## src/rtl/core/bandlimited_multiwave_oscillator_assert.svh

```systemverilog
// Assertion macros for the oscillator block
`ifndef BANDLIMITED_MULTIWAVE_OSCILLATOR_ASSERT_SVH
`define BANDLIMITED_MULTIWAVE_OSCILLATOR_ASSERT_SVH
`ifndef ASSERT_OFF
`define BMO_ASSERT_IMP(label, clk, rst_n, ante, cons) \
    label: assert property (@(posedge clk) disable iff (!rst_n) (ante) |-> (cons)) \
        else $error("assertion failed");
`define BMO_ASSERT_NXT(label, clk, rst_n, ante, cons) \
    label: assert property (@(posedge clk) disable iff (!rst_n) (ante) |=> (cons)) \
        else $error("assertion failed");
`else
`define BMO_ASSERT_IMP(label, clk, rst_n, ante, cons)
`define BMO_ASSERT_NXT(label, clk, rst_n, ante, cons)
`endif
`endif

```

## src/rtl/core/bmo_pkg.sv

```systemverilog
// Package: types and constants of the oscillator
`timescale 1ns / 1ps
package bmo_pkg;
    localparam logic [2:0] WAVE_SAW    = 3'd0;
    localparam logic [2:0] WAVE_ORGAN  = 3'd1;
    localparam logic [2:0] WAVE_SMOOTH = 3'd2;
    localparam logic [2:0] WAVE_LFO    = 3'd3;
    localparam logic [2:0] WAVE_SQUARE = 3'd4;
    localparam logic [2:0] WAVE_SINE   = 3'd5;

    localparam logic [0:0] REG_WAVEFORM = 1'd0;
    localparam logic [0:0] REG_SHAPE    = 1'd1;

    localparam logic [24:0] Q_ONE       = 25'd16777216;
    localparam logic [24:0] Q_HALF      = 25'd8388608;
    localparam logic [24:0] ORGAN_OFS   = 25'd7549747;
    localparam logic [24:0] ORGAN_GAIN  = 25'd8724152;
    localparam logic [24:0] SMOOTH_OFS  = 25'd4278190;
    localparam logic [24:0] SMOOTH_GAIN = 25'd10276045;
    localparam logic [24:0] ORGAN_EDGE  = 25'd1677722;
    localparam logic [24:0] LF_EDGE     = 25'd167772;

    typedef enum logic [2:0] {
        ST_IDLE,
        ST_SHAPE,
        ST_SELECT,
        ST_DIV,
        ST_MUL,
        ST_OUT
    } t_state;

    // operation of the multiply state (after the division, or the sine)
    typedef enum logic [2:0] {
        OP_NONE,
        OP_BUMP_POS,
        OP_BUMP_NEG,
        OP_SAW_ADD,
        OP_SAW_SUB,
        OP_SINE
    } t_op;
endpackage

```

## src/rtl/core/bandlimited_multiwave_oscillator.sv

```systemverilog
// Top level: phase accumulator oscillator with shared divider and multiplier
//
//  channel    | direction | fields (low bit first)
//  s_axis     | in        | tdata: phase_increment[23:0], blep_width[47:24]
//  m_axis     | out       | tdata: sample[15:0] (signed Q2.14)
//  cfg write  | in        | index 0 waveform, 1 pulse_shape
//
// An item with an edge division runs through the restoring divider (one quotient bit a
// cycle, 25 bits) and then ST_MUL; the sine goes to ST_MUL without a division.
// A finished sample sits in the output register; the next item is taken only
// once it has gone. Synchronous active-low reset clears state, phase, valid and config.
`timescale 1ns / 1ps
`include "bandlimited_multiwave_oscillator_assert.svh"
module bandlimited_multiwave_oscillator #(
    parameter int PHASE_BITS = 24
) (
    input  logic        i_clk,
    input  logic        i_rst_n,
    input  logic        s_axis_tvalid,
    output logic        s_axis_tready,
    input  logic [47:0] s_axis_tdata,   // phase_increment[23:0], blep_width[47:24]
    output logic        m_axis_tvalid,
    input  logic        m_axis_tready,
    output logic [15:0] m_axis_tdata,   // sample[15:0]
    input  logic        i_cfg_we,
    input  logic [0:0]  i_cfg_idx,
    input  logic [15:0] i_cfg_wdata
);
    localparam int UP = (PHASE_BITS > 24) ? PHASE_BITS - 24 : 0;
    localparam int DN = (PHASE_BITS < 24) ? 24 - PHASE_BITS : 0;

    bmo_pkg::t_state r_state, n_state;
    logic [PHASE_BITS-1:0] r_phase, n_phase;
    logic [2:0]  r_wave;
    logic [15:0] r_shape;
    logic [23:0] r_inc, n_inc;
    logic [24:0] r_d, n_d;
    logic [24:0] r_p, n_p;
    logic [24:0] r_s, n_s;
    logic signed [26:0] r_v, n_v;
    bmo_pkg::t_op r_op, n_op;
    logic [49:0] r_rem, n_rem;
    logic [24:0] r_quo, n_quo;
    logic [4:0]  r_cnt, n_cnt;
    logic        r_ovalid, n_ovalid;
    logic [15:0] r_out, n_out;

    // shared multiplier
    logic [25:0] w_ma, w_mb;
    logic [51:0] w_prod;
    logic [27:0] w_rnd;
    assign w_prod = w_ma * w_mb;
    assign w_rnd  = 28'((w_prod + 52'd8388608) >> 24);

    logic [24:0] w_pq;
    logic [24:0] w_t;
    logic [24:0] w_x;
    logic signed [26:0] w_fin;
    logic signed [27:0] w_q14;

    always_comb begin
        if (PHASE_BITS >= 24) w_pq = {1'b0, 24'(r_phase >> UP)};
        else w_pq = {1'b0, 24'(24'(r_phase) << DN)};
    end
    assign w_t = {1'b0, 24'(w_pq + bmo_pkg::Q_HALF)};
    assign w_x = (r_p >= bmo_pkg::Q_HALF) ? r_p - bmo_pkg::Q_HALF : r_p;

    always_ff @(posedge i_clk) begin
        if (!i_rst_n) begin
            r_wave  <= bmo_pkg::WAVE_SAW;
            r_shape <= 16'd32768;
        end else if (i_cfg_we) begin
            case (i_cfg_idx)
                bmo_pkg::REG_WAVEFORM: r_wave <= i_cfg_wdata[2:0];
                bmo_pkg::REG_SHAPE:    r_shape <= i_cfg_wdata;
                default: ;
            endcase
        end
    end

    always_ff @(posedge i_clk) begin
        if (!i_rst_n) begin
            r_state  <= bmo_pkg::ST_IDLE;
            r_phase  <= '0;
            r_ovalid <= 1'b0;
        end else begin
            r_state  <= n_state;
            r_phase  <= n_phase;
            r_ovalid <= n_ovalid;
        end
    end

    always_ff @(posedge i_clk) begin
        r_inc <= n_inc; r_d <= n_d; r_p <= n_p; r_s <= n_s; r_v <= n_v;
        r_op <= n_op; r_rem <= n_rem; r_quo <= n_quo; r_cnt <= n_cnt; r_out <= n_out;
    end

    assign s_axis_tready = (r_state == bmo_pkg::ST_IDLE) && !r_ovalid;
    assign m_axis_tvalid = r_ovalid;
    assign m_axis_tdata  = r_out;

    // to Q2.14 with saturation
    assign w_q14 = 28'((28'(r_v) + 28'sd512) >>> 10);

    always_comb begin
        logic [49:0] l_try;
        logic [24:0] l_num;
        logic [24:0] l_d;
        logic        l_div;
        logic [24:0] l_s;
        n_state = r_state; n_phase = r_phase; n_inc = r_inc; n_d = r_d; n_p = r_p;
        n_s = r_s; n_v = r_v; n_op = r_op; n_rem = r_rem; n_quo = r_quo; n_cnt = r_cnt;
        n_ovalid = r_ovalid; n_out = r_out;
        w_ma = '0; w_mb = '0; w_fin = '0;
        l_try = '0; l_num = '0; l_d = r_d; l_div = 1'b0; l_s = r_s;
        if (r_ovalid && m_axis_tready) n_ovalid = 1'b0;
        case (r_state)
            bmo_pkg::ST_IDLE: begin
                if (s_axis_tvalid && s_axis_tready) begin
                    n_inc = s_axis_tdata[23:0];
                    n_d   = {1'b0, s_axis_tdata[47:24]};
                    n_p   = (r_wave == bmo_pkg::WAVE_SAW) ? w_t : w_pq;
                    n_state = bmo_pkg::ST_SHAPE;
                end
            end
            bmo_pkg::ST_SHAPE: begin
                // threshold and edge width from the waveform
                w_ma = 26'({r_shape, 8'd0}) + 26'(bmo_pkg::ORGAN_OFS);
                w_mb = 26'(bmo_pkg::ORGAN_GAIN);
                if (r_wave == bmo_pkg::WAVE_SMOOTH) begin
                    w_ma = 26'({r_shape, 8'd0}) + 26'(bmo_pkg::SMOOTH_OFS);
                    w_mb = 26'(bmo_pkg::SMOOTH_GAIN);
                end
                n_s = 25'(w_rnd);
                case (r_wave)
                    bmo_pkg::WAVE_ORGAN: n_d = bmo_pkg::ORGAN_EDGE;
                    bmo_pkg::WAVE_LFO: begin
                        n_d = bmo_pkg::LF_EDGE;
                        n_s = bmo_pkg::Q_HALF;
                    end
                    default: ;
                endcase
                n_state = bmo_pkg::ST_SELECT;
            end
            bmo_pkg::ST_SELECT: begin
                n_op = bmo_pkg::OP_NONE;
                n_v  = '0;
                n_state = bmo_pkg::ST_OUT;
                case (r_wave)
                    bmo_pkg::WAVE_SAW: begin
                        n_v = 27'(2 * 27'(r_p)) - 27'(bmo_pkg::Q_ONE);
                        if (r_d != 0 && r_p < r_d) begin
                            l_div = 1'b1; l_num = r_p; n_op = bmo_pkg::OP_SAW_ADD;
                        end else if (r_d != 0 && r_p > bmo_pkg::Q_ONE - r_d) begin
                            l_div = 1'b1; l_num = bmo_pkg::Q_ONE - r_p;
                            n_op = bmo_pkg::OP_SAW_SUB;
                        end
                    end
                    bmo_pkg::WAVE_ORGAN, bmo_pkg::WAVE_SMOOTH, bmo_pkg::WAVE_LFO: begin
                        l_s = r_s;
                        if (r_d == 0) begin
                            n_v = (r_p < l_s) ? 27'(bmo_pkg::Q_ONE) : -27'(bmo_pkg::Q_ONE);
                        end else if (r_p < r_d) begin
                            l_div = 1'b1; l_num = r_p; n_op = bmo_pkg::OP_BUMP_POS;
                        end else if (27'(r_p) + 27'(r_d) < 27'(l_s)) begin
                            n_v = 27'(bmo_pkg::Q_ONE);
                        end else if (r_p < l_s) begin
                            l_div = 1'b1; l_num = l_s - r_p; n_op = bmo_pkg::OP_BUMP_POS;
                        end else if (27'(r_p) < 27'(l_s) + 27'(r_d)) begin
                            l_div = 1'b1; l_num = r_p - l_s; n_op = bmo_pkg::OP_BUMP_NEG;
                        end else if (27'(r_p) + 27'(r_d) < 27'(bmo_pkg::Q_ONE)) begin
                            n_v = -27'(bmo_pkg::Q_ONE);
                        end else begin
                            l_div = 1'b1; l_num = bmo_pkg::Q_ONE - r_p;
                            n_op = bmo_pkg::OP_BUMP_NEG;
                        end
                    end
                    bmo_pkg::WAVE_SQUARE:
                        n_v = (r_p < bmo_pkg::Q_HALF) ? 27'(bmo_pkg::Q_ONE)
                                                      : -27'(bmo_pkg::Q_ONE);
                    bmo_pkg::WAVE_SINE: begin
                        n_op = bmo_pkg::OP_SINE;
                        n_state = bmo_pkg::ST_MUL;
                    end
                    default: ;
                endcase
                if (l_div) begin
                    n_rem = {1'b0, l_num, 24'd0};
                    n_quo = '0;
                    n_cnt = 5'd24;
                    n_state = bmo_pkg::ST_DIV;
                end
            end
            bmo_pkg::ST_DIV: begin
                // restoring division, one quotient bit per cycle
                l_try = r_rem - ({25'd0, l_d} << r_cnt);
                if (r_rem >= ({25'd0, l_d} << r_cnt)) begin
                    n_rem = l_try;
                    n_quo = r_quo | (25'd1 << r_cnt);
                end
                if (r_cnt == 0) n_state = bmo_pkg::ST_MUL;
                else n_cnt = r_cnt - 5'd1;
            end
            bmo_pkg::ST_MUL: begin
                case (r_op)
                    bmo_pkg::OP_BUMP_POS, bmo_pkg::OP_BUMP_NEG: begin
                        w_ma = 26'(r_quo);
                        w_mb = 26'(2 * 26'(bmo_pkg::Q_ONE)) - 26'(r_quo);
                        w_fin = 27'(w_rnd);
                        n_v = (r_op == bmo_pkg::OP_BUMP_NEG) ? -w_fin : w_fin;
                    end
                    bmo_pkg::OP_SAW_ADD, bmo_pkg::OP_SAW_SUB: begin
                        w_ma = 26'(bmo_pkg::Q_ONE) - 26'(r_quo);
                        w_mb = w_ma;
                        w_fin = 27'(w_rnd);
                        n_v = (r_op == bmo_pkg::OP_SAW_ADD) ? r_v + w_fin : r_v - w_fin;
                    end
                    bmo_pkg::OP_SINE: begin
                        w_ma = 26'({w_x, 3'd0});
                        w_mb = 26'(bmo_pkg::Q_ONE) - 26'({w_x, 1'b0});
                        w_fin = 27'(w_rnd);
                        n_v = (r_p >= bmo_pkg::Q_HALF) ? -w_fin : w_fin;
                    end
                    default: ;
                endcase
                n_state = bmo_pkg::ST_OUT;
            end
            bmo_pkg::ST_OUT: begin
                if (!r_ovalid) begin
                    if (w_q14 > 28'sd32767) n_out = 16'h7FFF;
                    else if (w_q14 < -28'sd32768) n_out = 16'h8000;
                    else n_out = w_q14[15:0];
                    n_ovalid = 1'b1;
                    if (PHASE_BITS >= 24)
                        n_phase = r_phase + (PHASE_BITS'(r_inc) << UP);
                    else
                        n_phase = r_phase + PHASE_BITS'(r_inc >> DN);
                    n_state = bmo_pkg::ST_IDLE;
                end
            end
            default: n_state = bmo_pkg::ST_IDLE;
        endcase
    end

    `BMO_ASSERT_IMP(a_busy_not_ready, i_clk, i_rst_n,
        r_state != bmo_pkg::ST_IDLE, !s_axis_tready)
    `BMO_ASSERT_NXT(a_take_starts, i_clk, i_rst_n,
        s_axis_tvalid && s_axis_tready, r_state == bmo_pkg::ST_SHAPE)
    `BMO_ASSERT_NXT(a_out_done, i_clk, i_rst_n,
        r_state == bmo_pkg::ST_OUT && !r_ovalid, r_ovalid && r_state == bmo_pkg::ST_IDLE)
endmodule
```

## config.mk

```make
export PLATFORM = sky130hd
export DESIGN_NAME = bandlimited_multiwave_oscillator
export DESIGN_NICKNAME = d
export VERILOG_FILES = /design/src/rtl/core/bmo_pkg.sv /design/src/rtl/core/bandlimited_multiwave_oscillator.sv
export VERILOG_INCLUDE_DIRS = /design/src /design/src/rtl/core
export SDC_FILE = /design/constraint.sdc
export NUM_CORES = 2
export LEC_CHECK = 0
export ABC_AREA = 1
export BUFFER_PORTS_ARGS = -buffer_cell sky130_fd_sc_hd__buf_2
export CORE_MARGIN = 2
export CORE_UTILIZATION = 60
export CTS_CLUSTER_SIZE = 12
export DETAILED_ROUTE_END_ITERATION = 6
export GPL_TIMING_DRIVEN = 0
export PLACE_DENSITY = 0.77
export SYNTH_ARGS = -nofsm -noshare
export SYNTH_HDL_FRONTEND = slang
export SYNTH_SLANG_ARGS = --single-unit
```

## constraint.sdc

```tcl
create_clock -name i_clk -period 36.5 [get_ports i_clk]
set_clock_uncertainty 0.2 [all_clocks]
set_input_delay 3.65 -clock i_clk [delete_from_list [all_inputs] [get_ports i_clk]]
set_output_delay 3.65 -clock i_clk [all_outputs]
set_load 0.05 [all_outputs]
```

==> flow_metrics.py <==
metrics = {
    "floorplan": {
        "ios": 88,
        "die_height_microns": 297,
        "die-area_sq_mm": 0.0880,
        "start_util_pct": 60.4,
        "fp-row-count": 107,
        "die_x_microns": 297,
        "design.core.area_sq_mm": 0.0850,
    },
    "place": {
        "place_ws_ns": 21.76,
        "port_buffers": 87,
        "dp_hpwl_microns": 165000,
        "gp_congestion": 1.07,
        "post_dp_cell_area_sq_mm": 0.0534,
    },
    "timing": {
        "setup_viol": 0,
        "maxSlewViolCount": 14,
        "timing.final.ws_setup_ns": 21.20,
        "fin_crit_sh_pct": 41.9,
        "period_needed_ns": 15.30,
        "setup_tns_ns": 0,
        "hold_viol_final": 0,
        "rsz0062_at_grt": "false",
        "tightest_slew_ns": 1.52,
        "slew_headroom_pct": -1.12,
        "fmaxAchievable_mhz": 65.4,
    },
    "clock_network": {
        "post-cts-setup-buffer-count": 0,
        "clockBufferDepth": 3,
        "cts-hold-fix-buffers": 0,
        "cts.sinks": 270,
        "clk_latency_ns": 0.59,
        "clk_pin_slew_ns": 0.06,
        "cts_repair_resize_count": 0,
        "htreeDepth": 2,
        "cts_tree": "done",
        "root_buffer": "clkbuf_16",
        "cts_buffers": 34,
    },
    "grt": {
        "grt_pass1_vias": 48500,
        "overflow": 0,
        "grt_max_degree": 63,
        "grt_use_total_pct": 45.4,
        "grt_pass1_wl_microns": 295000,
        "antenna_found_initial": 7,
    },
    "drt": {
        "wl_microns": 199000,
        "drt_iter0_markers": 5728,
        "ant_nets": 0,
        "route.detailed.drc": 0,
        "via_per_inst": 6.09,
        "firstDrtPassIters": 6,
        "wire_per_inst_microns": 24.0,
        "vias": 50700,
    },
    "synthesis": {
        "ys.flop_type": "edfxtp_1",
        "synthCells": 7012,
        "synth.avg_cell_area_sq_um": 7.32,
        "ys_warn_count": 0,
        "synthArstFlopShare_pct": 0,
        "synth_top_family_by_area": "adder cells",
        "synth_common_cells": "1457 x nand2_1, 1319 x inv_1, 699 x nor2_1",
        "yosys_register_bits": 270,
        "synth_edf_count": 223,
        "synth.most_common_cell": "nand2_1",
        "ys_seq_area_share_pct": 14.9,
        "synthMuxAreaShare_pct": 0.468,
        "synth_compound_area_share_pct": 13.8,
        "syn_area_sq_mm": 0.0514,
        "synth_area_leaders": "fa_1 23%, edfxtp_1 13%, ha_1 12%",
        "synth_top_area_share_pct": 22.6,
        "synthAdderAreaFrac_pct": 35.0,
        "synth_xor_area_share_pct": 3.62,
        "synthDistinctLibCells": 71,
        "syn_nets": 8171,
        "synth_top_area_cell": "fa_1",
        "synthSimpleGateAreaFrac_pct": 20.6,
    },
    "critical_path": {
        "worst_r2r_path_depth": 55,
        "critical_path_class": "flip-flop to flip-flop",
        "cp.required_ns": 36.61,
        "r2r-start": "r_p[1]$_DFFE_PP_",
        "crit_fanout": 10,
        "arrival_ns": 15.41,
        "worstSetupStartpoint": "r_p[1]$_DFFE_PP_",
        "start_kind": "flip-flop",
        "path_depth": 55,
        "end_kind": "flip-flop",
        "critical-path-top-delay-family": "adder cells",
        "slowest_stage": "edfxtp_1",
        "path_common_cell": "nand2_1",
        "critPathBufInv": 6,
        "max_stage_delay_ns": 0.71,
    },
    "final_layout": {
        "syn_to_final_growth_pct": 6.15,
        "nets": 8310,
        "drive_gt1_share_pct": 3.85,
        "final_design_area_no_fill_sq_mm": 0.0545,
        "fillers": 7723,
    },
    "pwr": {
        "vdd_drop_max_mv": 0.212,
        "power_density_mw_per_mm2": 103,
        "p_leak_uw": 0.0263,
    },
    "worst_hold_path": {
        "min-delay-start": "r_phase[10]$_SDFFE_PN0P_",
        "min_path_type": "flip-flop to flip-flop",
        "worstHoldPathCells": 0,
    },
    "run_status": {
        "violations": "slew limit",
        "status": "finished with violations",
    },
    "job": {
        "cap_violations": 0,
    },
}
==> stage by stage <==
step	hold slack (ns)	total power [uW]	instances	util [%]
final	0.267	5610	8325	64.1
after global routing	0.287	6010	8324	64.1
after CTS	0.266	5430	8318	64.1
after detailed placement	0.251	5060	8256	62.8
after global placement	0.245	4980	8243	62.6
after floorplan	0.231	3630	7012	-
==> path summary, 6_finish.rpt <==
kind | endpoint | slack [ns]
min | r_p[10]$_DFFE_PP_ | 0.27
max | r_v[26]$_DFFE_PP_ | 21.20
min reg2reg | r_p[10]$_DFFE_PP_ | 0.27
max reg2reg | r_v[26]$_DFFE_PP_ | 21.20
==> cells in the final DEF (no fill, tap or decap), drive strengths merged, types with 142 or more instances in the layout <==
| cell type | Yosys | routed |
|---|---|---|
| a21oi | 471 | 471 |
| buf | 39 | 142 |
| clkbuf | 189 | 231 |
| edfxtp | 223 | 223 |
| fa | 580 | 580 |
| ha | 509 | 509 |
| inv | 1335 | 1335 |
| nand2 | 1479 | 1479 |
| nand3 | 213 | 213 |
| nor2 | 707 | 707 |
| o21ai | 457 | 457 |
| xor2 | 157 | 157 |
==> kinds of logic (layout without fill, tap and decap cells) <==
kind of cell,after synthesis,after routing
other,0,4
adders and majority gates,1089,1089
xor gates and xnor gates,206,206
DFF,270,270
buffers and inverters,1578,1743
muxes,24,24
and+or+nand+nor,2593,2593
AOI/OAI and AO/OA,1252,1252
==> flip-flops by register name, summed over array words and instances (netlist names) <==
register / count
r_phase: 24
r_op: 3
r_inc: 24
m_axis_tvalid: 1
r_v: 27
r_rem: 50
r_cnt: 5
r_d: 24
r_quo: 25
r_p: 24
r_wave: 3
r_s: 25
r_state: 3
r_shape: 16
m_axis_tdata: 16
==> cell type report <==
type	instances	area, sq um	share of cell area [%]
inverter	1350	5070	9.30
sequential	270	7640	14.0
timing repair buffer	103	632	1.16
clock inverter	20	170	0.312
tap	1144	1430	2.63
buffer	228	901	1.65
multi-input combinational	5164	37800	69.3
clock buffer	42	891	1.63
antenna	4	10.0	0.0184
==> where the power goes <==
part / internal (uW) / switching (uW)
sequential: 490 / 177
clock: 183 / 150
combinational: 1440 / 3170
total: 2110 / 3500
==> metal layers <==
layer | routed length [microns] | GRT usage, % | vias to the layer above
li1 | - | - | 22700
met5 | 36 | 0 | -
met1 | 74100 | 58.0 | 24100
met2 | 84600 | 67.7 | 3198
met4 | 15600 | 29.1 | 6
met3 | 25100 | 12.6 | 771
Note: power is estimated with default switching activity, not from simulation.
